==> src/rtl/core/owcq_pkg.sv <==
// Shared types, codes and helpers for the occupancy window cost query.
// Used by owcq_scan, the top level and the bench; depends on nothing else.
package owcq_pkg;

   localparam int GRID_DIM_DEF = 256;
   localparam int MASK_MAX_DEF = 32;

   localparam int COST_W = 16;
   localparam int COORD_W = 16;
   localparam int OFF_W = 7;    // window offsets, -63..63
   localparam int LOC_W = 18;   // local cell coordinate, signed
   localparam int DIM_W = 11;   // grid size after clamping, at most GRID_DIM
   localparam int OCC_W = 2;
   localparam int CSR_IDX_W = 3;

   localparam logic [COST_W-1:0] COST_ONE = 16'd256;

   typedef enum logic [1:0] {
      MODE_OCC_WRITE  = 2'd0,
      MODE_MASK_WRITE = 2'd1,
      MODE_QUERY      = 2'd2,
      MODE_NONE       = 2'd3
   } mode_type;

   typedef enum logic [OCC_W-1:0] {
      OCC_FREE     = 2'd0,
      OCC_OCCUPIED = 2'd1,
      OCC_UNKNOWN  = 2'd2,
      OCC_BAD      = 2'd3
   } occ_type;

   typedef enum logic [CSR_IDX_W-1:0] {
      CSR_UNKNOWN_OBST = 3'd0,
      CSR_CEILING      = 3'd1,
      CSR_MASK_EXTENT  = 3'd2,
      CSR_ORIGIN_X     = 3'd3,
      CSR_ORIGIN_Y     = 3'd4,
      CSR_GRID_WIDTH   = 3'd5,
      CSR_GRID_HEIGHT  = 3'd6,
      CSR_SPARE        = 3'd7
   } csr_index_type;

   typedef enum logic [1:0] {
      SCAN_IDLE,
      SCAN_RUN,
      SCAN_DRAIN,
      SCAN_DONE
   } scan_state_type;

   // Configuration as seen by the scan unit, extents already clamped
   typedef struct packed {
      logic               unknown_obst;
      logic [COST_W-1:0]  ceiling;
      logic [OFF_W-1:0]   extent;
      logic [COORD_W-1:0] origin_x;
      logic [COORD_W-1:0] origin_y;
      logic [DIM_W-1:0]   width;
      logic [DIM_W-1:0]   height;
   } cfg_type;

   typedef struct packed {
      logic idle;
      logic done;
   } scan_status_type;

   // Local coordinate: coord + offset - origin, sign-extended
   function automatic logic [LOC_W-1:0] local_coord(input logic [COORD_W-1:0] c,
                                                    input logic [COORD_W-1:0] o,
                                                    input logic [OFF_W-1:0] d);
      logic [LOC_W-1:0] ce;
      logic [LOC_W-1:0] oe;
      logic [LOC_W-1:0] de;
      ce = {{(LOC_W-COORD_W){c[COORD_W-1]}}, c};
      oe = {{(LOC_W-COORD_W){o[COORD_W-1]}}, o};
      de = {{(LOC_W-OFF_W){d[OFF_W-1]}}, d};
      return ce + de - oe;
   endfunction

   // True when 0 <= v < lim
   function automatic logic in_span(input logic [LOC_W-1:0] v,
                                    input logic [DIM_W-1:0] lim);
      return !v[LOC_W-1] && (v < {{(LOC_W-DIM_W){1'b0}}, lim});
   endfunction

   function automatic logic [OFF_W-2:0] abs_off(input logic [OFF_W-1:0] d);
      logic [OFF_W-1:0] n;
      n = d[OFF_W-1] ? (~d + 1'b1) : d;
      return n[OFF_W-2:0];
   endfunction

endpackage

==> src/rtl/core/owcq_scan.sv <==
// Query sequencer: walks the window one cell a cycle, reads both RAMs and
// keeps the running maximum. Depends on owcq_pkg.
module owcq_scan #(
   parameter int GRID_DIM = owcq_pkg::GRID_DIM_DEF,
   parameter int MASK_MAX = owcq_pkg::MASK_MAX_DEF
) (
   input  logic                                  clock,
   input  logic                                  reset,
   input  logic                                  start,
   input  logic [owcq_pkg::COORD_W-1:0]          start_x,
   input  logic [owcq_pkg::COORD_W-1:0]          start_y,
   input  owcq_pkg::cfg_type                     cfg,
   input  logic                                  out_free,
   output owcq_pkg::scan_status_type             status,
   output logic [$clog2(GRID_DIM*GRID_DIM)-1:0]  occ_addr,
   output logic [$clog2(MASK_MAX*MASK_MAX)-1:0]  mask_addr,
   input  logic [owcq_pkg::OCC_W-1:0]            occ_rdata,
   input  logic [owcq_pkg::COST_W-1:0]           mask_rdata,
   output logic [owcq_pkg::COST_W-1:0]           cost
);
   import owcq_pkg::*;

   localparam int OAW = $clog2(GRID_DIM*GRID_DIM);
   localparam int MAW = $clog2(MASK_MAX*MASK_MAX);

   scan_state_type state_ff, state_in;
   logic [COORD_W-1:0] qx_ff, qx_in;
   logic [COORD_W-1:0] qy_ff, qy_in;
   logic [OFF_W-1:0]   dx_ff, dx_in;
   logic [OFF_W-1:0]   dy_ff, dy_in;
   logic [COST_W-1:0]  best_ff, best_in;
   logic               pend_ff, pend_in;

   logic [OFF_W-1:0] first_off;
   logic [OFF_W-1:0] last_off;
   logic [LOC_W-1:0] lx;
   logic [LOC_W-1:0] ly;
   logic             on_grid;
   logic             row_end;
   logic             hit;

   assign first_off = 7'd1 - cfg.extent;
   assign last_off = cfg.extent - 7'd1;
   assign row_end = (dx_ff == last_off);

   // Address of the current window cell
   assign lx = local_coord(qx_ff, cfg.origin_x, dx_ff);
   assign ly = local_coord(qy_ff, cfg.origin_y, dy_ff);
   assign on_grid = in_span(lx, cfg.width) && in_span(ly, cfg.height);
   assign occ_addr = OAW'(ly * GRID_DIM + lx);
   assign mask_addr = MAW'(abs_off(dy_ff) * MASK_MAX + abs_off(dx_ff));

   assign hit = (occ_rdata == OCC_OCCUPIED) ||
                (cfg.unknown_obst && (occ_rdata == OCC_UNKNOWN));

   // Next state
   always_comb begin
      state_in = state_ff;
      unique case (state_ff)
         SCAN_IDLE: begin
            if (start) begin
               state_in = (cfg.extent == '0) ? SCAN_DONE : SCAN_RUN;
            end
         end
         SCAN_RUN: begin
            if (row_end && (dy_ff == last_off)) begin
               state_in = SCAN_DRAIN;
            end
         end
         SCAN_DRAIN: state_in = SCAN_DONE;
         SCAN_DONE: begin
            if (out_free) begin
               state_in = SCAN_IDLE;
            end
         end
         default: state_in = SCAN_IDLE;
      endcase
   end

   // Counters, pending read and running maximum
   always_comb begin
      qx_in = qx_ff;
      qy_in = qy_ff;
      dx_in = dx_ff;
      dy_in = dy_ff;
      best_in = best_ff;
      pend_in = 1'b0;
      if (pend_ff && hit && (mask_rdata > best_ff)) begin
         best_in = mask_rdata;
      end
      unique case (state_ff)
         SCAN_IDLE: begin
            if (start) begin
               qx_in = start_x;
               qy_in = start_y;
               dx_in = first_off;
               dy_in = first_off;
               best_in = COST_ONE;
            end
         end
         SCAN_RUN: begin
            pend_in = on_grid;
            if (row_end) begin
               dx_in = first_off;
               dy_in = dy_ff + 7'd1;
            end else begin
               dx_in = dx_ff + 7'd1;
            end
         end
         default: ;
      endcase
   end

   always_ff @(posedge clock) begin
      if (reset) begin
         state_ff <= SCAN_IDLE;
         pend_ff <= 1'b0;
      end else begin
         state_ff <= state_in;
         pend_ff <= pend_in;
      end
      qx_ff <= qx_in;
      qy_ff <= qy_in;
      dx_ff <= dx_in;
      dy_ff <= dy_in;
      best_ff <= best_in;
   end

   // Outputs
   always_comb begin
      status.idle = (state_ff == SCAN_IDLE);
      status.done = (state_ff == SCAN_DONE) && out_free;
      cost = (best_ff > cfg.ceiling) ? cfg.ceiling : best_ff;
   end

endmodule

==> config.mk <==
export PLATFORM = sky130hd
export DESIGN_NAME = owcq_scan
export DESIGN_NICKNAME = d
export VERILOG_FILES = /design/src/rtl/core/owcq_pkg.sv /design/src/rtl/core/owcq_scan.sv
export SDC_FILE = /design/constraint.sdc
export NUM_CORES = 1
export LEC_CHECK = 0
export ABC_AREA = 1
export ABC_CLOCK_PERIOD_IN_PS = 4210
export BUFFER_PORTS_ARGS = -buffer_cell sky130_fd_sc_hd__buf_2
export CAP_MARGIN = 20
export CORE_ASPECT_RATIO = 0.8
export CORE_MARGIN = 3
export CORE_UTILIZATION = 45
export DETAILED_ROUTE_END_ITERATION = 8
export PLACE_DENSITY = 0.78
export SYNTH_ARGS = -nofsm -noshare
export SYNTH_HDL_FRONTEND = slang
export SYNTH_SLANG_ARGS = --single-unit
==> constraint.sdc <==
create_clock -name clock -period 4.21 [get_ports clock]
set_input_delay 0.6315 -clock clock [delete_from_list [all_inputs] [get_ports clock]]
set_output_delay 0.6315 -clock clock [all_outputs]
set_load 0.01 [all_outputs]
==> results of run 1 <==
==> final cells by class <==
type,count,area share [%]
well taps,225,2.64
flip-flops and latches,65,16.5
multi-input cells,826,53.5
clock inverters,7,0.516
clock buffers,9,2.11
inverters,272,9.62
diodes,3,0.0704
repair buffers,271,15.0
repair inverters,1,0.0586
==> worst paths after layout <==
kind,to,slack (ns),depth (start not counted)
min,qx_ff[3]$_DFFE_PP_,0.47,1
min reg2reg,best_ff[8]$_DFF_P_,0.51,2
max reg2reg,pend_ff$_SDFF_PP0_,0.46,20
max,occ_addr[14],-0.16,18
==> routing by layer <==
metal  up-vias  routed length, um
met5         -                 37
met4         8                519
met3        60               1500
met2       300              11000
met1      3785              10500
li1       4242                  -
==> state kept, by name (all words and copies together), names as in the netlist <==
register / cells
state_ff: 2
dx_ff: 7
pend_ff: 1
best_ff: 16
qy_ff: 16
qx_ff: 16
dy_ff: 7
==> cell families after synthesis <==
group | share of synthesized area (%)
flops | 21.7
simple gates | 26.5
xor+xnor | 5.70
fa+ha+maj | 24.7
compound gates | 7.95
buf+inv | 13.5
==> repair_timing <==
item                       4_1_cts  5_1_grt
resized for setup               57       38
buffers inserted                10        7
cloned                           1        0
pin swaps                       16       16
setup endpoints to repair        5        5
==> worst max-delay path, cell delays in order, from the launching register on <==
cell and delay (ns):
edfxtp_1 0.43, clkinv_4 0.12, fa_1 0.53, inv_2 0.05
ha_4 0.24, nand2_2 0.07, nand2_2 0.05, o21bai_4 0.17
a21o_1 0.19, xor2_2 0.20, ha_2 0.23, inv_2 0.04
fa_2 0.36, o21ai_2 0.17, nand2_1 0.09, a21oi_2 0.13
nor2_1 0.06, xnor2_1 0.15, buf_2 0.15
==> cells in the mapped netlist, types with 2 or more instances <==
cell / number / area, sq um
a31oi_1: 4 / 25.0
a211oi_1: 2 / 15.0
o21ai_1: 4 / 20.0
a21o_1: 3 / 22.5
xor2_1: 42 / 368
clkinv_1: 2 / 7.51
o21bai_1: 2 / 15.0
fa_1: 33 / 661
dfxtp_1: 19 / 380
buf_4: 2 / 15.0
nor4_1: 2 / 12.5
nand2_2: 2 / 12.5
o21ai_0: 26 / 130
o211ai_1: 2 / 15.0
nand3_1: 103 / 515
nor2_2: 2 / 12.5
edfxtp_1: 46 / 1380
xnor2_1: 11 / 96.3
nand4_1: 10 / 62.6
inv_1: 269 / 1010
ha_1: 108 / 1350
nand3b_1: 3 / 22.5
a21oi_1: 69 / 345
clkbuf_1: 6 / 22.5
buf_2: 5 / 25.0
nor3_1: 8 / 40.0
nand2_1: 289 / 1080
nor2_1: 86 / 323
==> metrics by stage <==
stage          utilization, %  hold WS, ns  TNS, ns  area (sq um)
5_1_grt                  60.8        0.462    -1.31         10700
3_3_place_gp             56.0        0.493   -0.375          9820
3_5_place_dp             56.0        0.502   -0.730          9820
2_1_floorplan               -        0.474        0          8140
4_1_cts                  59.7        0.462   -0.221         10500
6_report                 60.8        0.471   -0.473         10700
==> results.toml, run 1 <==
[run_status]
status = "complete, but fails checks"
violations = "negative setup slack"

[clock_tree]
path_clk_slew_ns = 0.06
cts.htree.levels = 3
clkLatencyLatePin_ns = 0.33
cts_root_buffer = "clkbuf_16"
holdBufCountCts = 0
cts_tree = "built"
clock_path_buffers = 2
numCtsBuffers = 9
clkSinkCount = 65

[sta]
setup_viol = 3
finClkSkew_ns = 0.00607
setup_slack_ns = -0.163
worstMarginPinSlew_ns = 0.995
period_share_pct = 104
period_needed_ns = 4.37
hold_violations = 0
maxSlewViolCount = 0
fmax_mhz = 229
rsz0062_at_grt = "true"
relSlewSlack_pct = 33.5

[synthesis]
yosysSeqAreaShare_pct = 21.7
synth_warnings = 0
syn-num-nets = 1450
syn_avg_cell_area_sq_um = 6.91
ys_ff_latch = 65
synth-async-reset-ratio_pct = 0
synth-edff-count = 46
syn_area_sq_mm = 0.00814
syn_inst = 1177
ys.flop_type = "edfxtp_1"
ys_types = 45

[route]
wire_per_inst_um = 14.0
drtIter0Drc = 511
dr.pass1.iters = 5
routed_wl_mm = 23.5
postRouteAntennaNets = 0
vias_per_cell = 5.00
vias = 8395
drc = 0

[worst_setup_path]
worst_setup_path_start_kind = "register"
cp.required_ns = 3.58
arrival_ns = 3.74
crit_type = "reg2out"
path_max_fanout = 5
rr_startpoint = "dy_ff[6]$_DFFE_PP_"
cp-startpoint = "dx_ff[6]$_DFFE_PP_"
end_kind = "output port"

[floorplanning]
core_area_sq_mm = 0.0175
rows = 43
start_util_pct = 46.4
die_area_sq_mm = 0.0197
ios = 176
die_h_um = 126
fp.dieW_um = 156

[placement]
io_buffers = 175
place_inst = 1642
hpwl_mm = 18.2
gp_congestion = 0.942
pre_cts_slack_ns = -0.290

[layout]
layout_common_cells = "276 x nand2_1, 257 x inv_1, 174 x buf_2"
final_common_cell = "nand2_1"
stdcell_count = 1679
area_growth_pct = 31.1
final_nets = 1719
drive_gt1_share_pct = 26.1
multiInputGateArea_sq_mm = 0.00570
seqCellArea_sq_mm = 0.00176
fillerInstances = 1557

[global_routing]
use_met3_pct = 3.81
grt_pass1_vias = 7912
grt_use_met1_pct = 31.0
grt_usage_pct = 22.9
grt_use_met2_pct = 38.2
antenna_found_initial = 7
gr-max-usage-layer = "met2"
grt-ovfl-total = 0
grt_max_degree = 33
grt_first_pass_wirelength_mm = 37.1

[job]
cap_violations = 0

[worst_hold_path]
holdCritStartpoint = "start_x[3]"
min_path_type = "in2reg"
Power of run 1 is not shown: default switching activity piles up to over one toggle a cycle in this logic, so the estimate is an artifact.
==> inputs of run 2 (changes only) <==
--- a/config.mk
+++ b/config.mk
@@ -12,6 +12,7 @@
 export CORE_ASPECT_RATIO = 0.8
 export CORE_MARGIN = 3
 export CORE_UTILIZATION = 45
+export CTS_BUF_LIST = sky130_fd_sc_hd__clkbuf_4
 export DETAILED_ROUTE_END_ITERATION = 8
 export PLACE_DENSITY = 0.78
 export SYNTH_ARGS = -nofsm -noshare
==> run 2 against run 1 <==
- largest cell class unchanged
- cell area fell by 0.73%
- critical path type unchanged
- the run still ends with negative setup slack left
- clock-buffer cell count unchanged
- non-clock buffer count up 3
- clock skew is 0.014 ns higher
- global-route usage is 0.11 points lower
- maximum frequency down 4.5%
==> results.toml, run 2 (synthesis results as in run 1) <==
[run_status]
status = "complete, but fails checks"
violations = "negative setup slack"

[clock_tree]
path_clk_slew_ns = 0.12
cts_root_buffer = "clkbuf_4"
cts_tree = "built"
clock_path_buffers = 2
clkSinkCount = 65
cts.htree.levels = 3
holdBufCountCts = 0
clkLatencyLatePin_ns = 0.43
numCtsBuffers = 9

[route]
vias_per_cell = 5.00
routed_wl_mm = 23.4
drc = 0
vias = 8407
dr.pass1.iters = 6
drtIter0Drc = 519
postRouteAntennaNets = 0
wire_per_inst_um = 13.9

[sta]
setup_viol = 6
hold_violations = 0
relSlewSlack_pct = 35.0
finClkSkew_ns = 0.0198
period_needed_ns = 4.58
maxSlewViolCount = 0
rsz0062_at_grt = "true"
fmax_mhz = 218
hold_slack_ns = 0.364
period_share_pct = 109
worstMarginPinSlew_ns = 0.973
setup_slack_ns = -0.368

[floorplanning]
ios = 176
rows = 43
start_util_pct = 46.4
fp.dieW_um = 156
die_area_sq_mm = 0.0197
die_h_um = 126
core_area_sq_mm = 0.0175

[global_routing]
grt_pass1_vias = 7834
grt-ovfl-total = 0
grt_usage_pct = 22.8
grt_first_pass_wirelength_mm = 36.8
grt_max_degree = 33
grt_use_met1_pct = 31.0
antenna_found_initial = 7
grt_use_met2_pct = 37.4
use_met3_pct = 3.95
gr-max-usage-layer = "met2"

[placement]
gp_congestion = 0.942
io_buffers = 175
pre_cts_slack_ns = -0.290
hpwl_mm = 18.2

[worst_setup_path]
end_kind = "output port"
worst_setup_path_start_kind = "register"
crit_type = "reg2out"
cp-startpoint = "dx_ff[4]$_DFFE_PP_"
cp.required_ns = 3.58
crit_end = "occ_addr[15]"
arrival_ns = 3.95
path_max_fanout = 4
worst-r2r-cell-count = 20
r2r_slack_ns = 0.42
regToRegEndpoint = "pend_ff$_SDFF_PP0_"
rr_startpoint = "dy_ff[6]$_DFFE_PP_"

[worst_hold_path]
whs_path_depth = 1
min_path_type = "in2reg"

[layout]
fillerInstances = 1569
largestRegisters = "best_ff x16, qx_ff x16, qy_ff x16"
final_nets = 1722
final_common_cell = "nand2_1"
layout_common_cells = "274 x nand2_1, 258 x inv_1, 175 x buf_2"
area_growth_pct = 30.2
drive_gt1_share_pct = 26.4

[job]
cap_violations = 0
==> run 2: cell types whose count changed in the layout (fill, tap and decap cells not counted), sizes merged <==
cell | previous run | this run
buf | 271 | 274
==> run 2: metal layers <==
| layer | part of all wire (%) | routed length, um |
|---|---|---|
| met3 | 6.5 | 1510 |
| met4 | 2.4 | 549 |
| met5 | 0.16 | 37 |
| met1 | 45 | 10500 |
| met2 | 46 | 10800 |
==> run 2: through the flow <==
step | util [%] | cells | setup TNS (ns) | cell area (sq um)
floorplan | - | 1177 | 0 | 8140
global placement | 56.0 | 1642 | -0.375 | 9820
detailed placement | 56.0 | 1642 | -0.730 | 9820
CTS | 58.9 | 1672 | -0.708 | 10300
global route | 60.4 | 1682 | -2.32 | 10600
finish | 60.4 | 1682 | -1.45 | 10600
==> run 2: what timing repair did <==
| item | CTS | global route |
|---|---|---|
| endpoints found under the setup margin | 6 | 7 |
| gates resized for setup | 59 | 46 |
| pin swaps | 19 | 16 |
| cloned | 1 | 0 |
| setup buffers | 13 | 7 |
==> run 2: layout make-up <==
class,instances,area (sq um),area share [%]
clock buffer,9,67.6,0.638
inverter,272,1030,9.69
sequential,65,1760,16.6
tap,225,282,2.66
clock inverter,7,55.1,0.520
timing repair buffer,274,1640,15.5
multi-input combinational,826,5750,54.3
timing repair inverter,1,6.26,0.0591
antenna,3,7.51,0.0709
==> run 2: worst min path at each step <==
| stage | endpoint | startpoint | slack (ns) |
|---|---|---|---|
| after floorplan | best_ff[8]$_DFF_P_ | best_ff[8]$_DFF_P_ | 0.47 |
| after global placement | best_ff[8]$_DFF_P_ | best_ff[8]$_DFF_P_ | 0.49 |
| after detailed placement | best_ff[8]$_DFF_P_ | best_ff[8]$_DFF_P_ | 0.50 |
| after CTS | qx_ff[2]$_DFFE_PP_ | start_x[2] | 0.34 |
| after global routing | qy_ff[4]$_DFFE_PP_ | start_y[4] | 0.32 |
| final | qx_ff[3]$_DFFE_PP_ | start_x[3] | 0.36 |
==> run 2: critical path, stage by stage (launching register included) <==
cell       delay, ns
edfxtp_1        0.38
inv_2           0.07
fa_1            0.61
inv_2           0.06
ha_4            0.29
nand2_2         0.09
nor2_1          0.19
nand2_1         0.15
nand3_4         0.14
a21oi_4         0.07
xnor2_2         0.14
ha_1            0.34
nand3_2         0.07
nand3b_1        0.12
a2111oi_2       0.37
buf_4           0.16
xor2_1          0.12
buf_2           0.15
Power of run 2 is left out for the same reason.
==> inputs of run 3 (changes only) <==
--- a/config.mk
+++ b/config.mk
@@ -11,10 +11,10 @@
 export CAP_MARGIN = 20
 export CORE_ASPECT_RATIO = 0.8
 export CORE_MARGIN = 3
-export CORE_UTILIZATION = 45
-export CTS_BUF_LIST = sky130_fd_sc_hd__clkbuf_4
+export CORE_UTILIZATION = 40
+export CTS_BUF_LIST = sky130_fd_sc_hd__clkbuf_2 sky130_fd_sc_hd__clkbuf_4 sky130_fd_sc_hd__clkbuf_8
 export DETAILED_ROUTE_END_ITERATION = 8
-export PLACE_DENSITY = 0.78
+export PLACE_DENSITY = 0.71
 export SYNTH_ARGS = -nofsm -noshare
 export SYNTH_HDL_FRONTEND = slang
 export SYNTH_SLANG_ARGS = --single-unit
==> run 3 against run 2 <==
- the flow still finishes with violations (negative setup slack)
- hold slack improved by 0.064 ns
- worst setup slack gained 0.14 ns
- non-clock buffer count up 1
- final cell count is 2.3% higher
- sequential cell count unchanged
- critical path depth fell by 2
- register-to-register slack worse by 0.02 ns
- cell area rose by 2.5%
- highest routed layer unchanged
==> results.toml, run 3 (synthesis results as in run 1) <==
[run_status]
status = "complete, but fails checks"
violations = "negative setup slack"

[worst_setup_path]
regToRegEndpoint = "pend_ff$_SDFF_PP0_"
worst_setup_path_start_kind = "register"
crit_type = "reg2out"
end_kind = "output port"
path_max_fanout = 3
rr_startpoint = "dy_ff[6]$_DFFE_PP_"
critPathMaxStageDelay_ns = 0.42
cp-startpoint = "dx_ff[5]$_DFFE_PP_"
arrival_ns = 3.80
r2r_slack_ns = 0.40
cpMaxStageDelayCell = "edfxtp_1"
worst-r2r-cell-count = 20
cp.required_ns = 3.58
worstPathCellList = "inv_1 -> fa_1 -> inv_1 -> ha_4 -> a21oi_2 -> nand3_2 -> a21oi_4 -> xnor2_2 -> ha_4 -> nand3_2 -> nand3b_1 -> a2111oi_4 -> buf_4 -> xor2_2 -> buf_2"

[worst_hold_path]
whs_path_depth = 1
min_path_type = "in2reg"
holdCritStartpoint = "start_x[2]"
worstHoldEndpoint = "qx_ff[2]$_DFFE_PP_"

[placement]
hpwl_mm = 18.6
gp_congestion = 0.941
io_buffers = 175

[route]
routed_wl_mm = 23.7
dr.pass1.iters = 5
drc = 0
drtIter0Drc = 530
vias = 8353
wire_per_inst_um = 13.8
vias_per_cell = 4.86
postRouteAntennaNets = 0

[clock_tree]
clock_path_buffers = 2
cts_tree = "built"
numCtsBuffers = 9
cts.htree.levels = 3
clkSinkCount = 65
path_clk_slew_ns = 0.08
holdBufCountCts = 0
cts_root_buffer = "clkbuf_8"
clkLatencyLatePin_ns = 0.37

[layout]
drive_gt1_share_pct = 27.0
final_common_cell = "nand2_1"
largestRegisters = "best_ff x16, qx_ff x16, qy_ff x16"
area_growth_pct = 33.5
final_nets = 1722
layout_common_cells = "272 x nand2_1, 256 x inv_1, 175 x buf_2"

[sta]
relSlewSlack_pct = 36.6
worstMarginPinSlew_ns = 0.949
fmax_mhz = 225
finClkSkew_ns = 0.0151
setup_slack_ns = -0.225
tns_ns = -0.762
rsz0062_at_grt = "true"
period_share_pct = 105
maxSlewViolCount = 0
hold_violations = 0
period_needed_ns = 4.44
setup_viol = 6

[floorplanning]
die_h_um = 134
core_area_sq_mm = 0.0199
ios = 176
fp.dieW_um = 165
rows = 46
die_area_sq_mm = 0.0221
start_util_pct = 40.9

[global_routing]
antenna_found_initial = 6
grt-ovfl-total = 0
grt_usage_pct = 20.8
grt_max_degree = 33
grt_pass1_vias = 8031
grt_first_pass_wirelength_mm = 36.9

[job]
cap_violations = 0
[run 3: changes by cell type in the layout (fill, tap and decap cells not counted), sizes merged]
cell and delta:
buf +1, inv -3, clkinv -1, diode -1, clkbuf +2, clkinvlp -2
bufinv +3
[run 3: through the flow]
stage / setup WS (ns) / area [sq um] / hold slack (ns) / util, % / instances
2_1_floorplan: 0.0543 / 8140 / 0.474 / - / 1177
3_3_place_gp: -0.198 / 9870 / 0.491 / 49.6 / 1681
3_5_place_dp: -0.245 / 9870 / 0.504 / 49.6 / 1681
4_1_cts: -0.147 / 10500 / 0.411 / 53.0 / 1708
5_1_grt: -0.426 / 10900 / 0.408 / 54.5 / 1720
6_report: -0.225 / 10900 / 0.428 / 54.5 / 1720
[run 3: final cells by class]
class / instances / area [sq um]
fill: 1877 / 9050
multi-input combinational: 826 / 5840
sequential: 65 / 1760
timing repair buffer: 275 / 1650
inverter: 272 / 1030
tap: 264 / 330
clock buffer: 11 / 139
clock inverter: 5 / 104
antenna: 2 / 5.00
[run 3: worst max-delay path: cells and delay by family (launching register included)]
kind / cells / cell delay (ns)
buf+inv: 4 / 0.58
flops: 1 / 0.42
fa+ha+maj: 3 / 0.91
simple gates: 3 / 0.40
xor+xnor: 2 / 0.29
compound gates: 3 / 0.82
[run 3: how the worst max path moves through the flow]
stage / to / slack (ns) / cells after the start
after floorplan: occ_addr[14] / 0.05 / 17
after global placement: occ_addr[14] / -0.20 / 17
after detailed placement: occ_addr[14] / -0.24 / 17
after CTS: occ_addr[15] / -0.15 / 19
after global routing: occ_addr[15] / -0.43 / 16
final: occ_addr[15] / -0.23 / 15
[run 3: what timing repair did]
item,CTS,global route
gates resized for setup,77,45
cloned,0,0
pin swaps,16,26
buffers inserted,12,10
setup endpoints to repair,6,7
[run 3: layer usage]
| metal | global-route usage [%] | up-vias | routed length [um] |
|---|---|---|---|
| met5 | 0 | - | 57 |
| met4 | 5.54 | 8 | 527 |
| met3 | 4.04 | 69 | 1450 |
| met2 | 35.1 | 267 | 11200 |
| met1 | 27.1 | 3765 | 10500 |
| li1 | - | 4244 | - |
Power of run 3 is left out for the same reason.
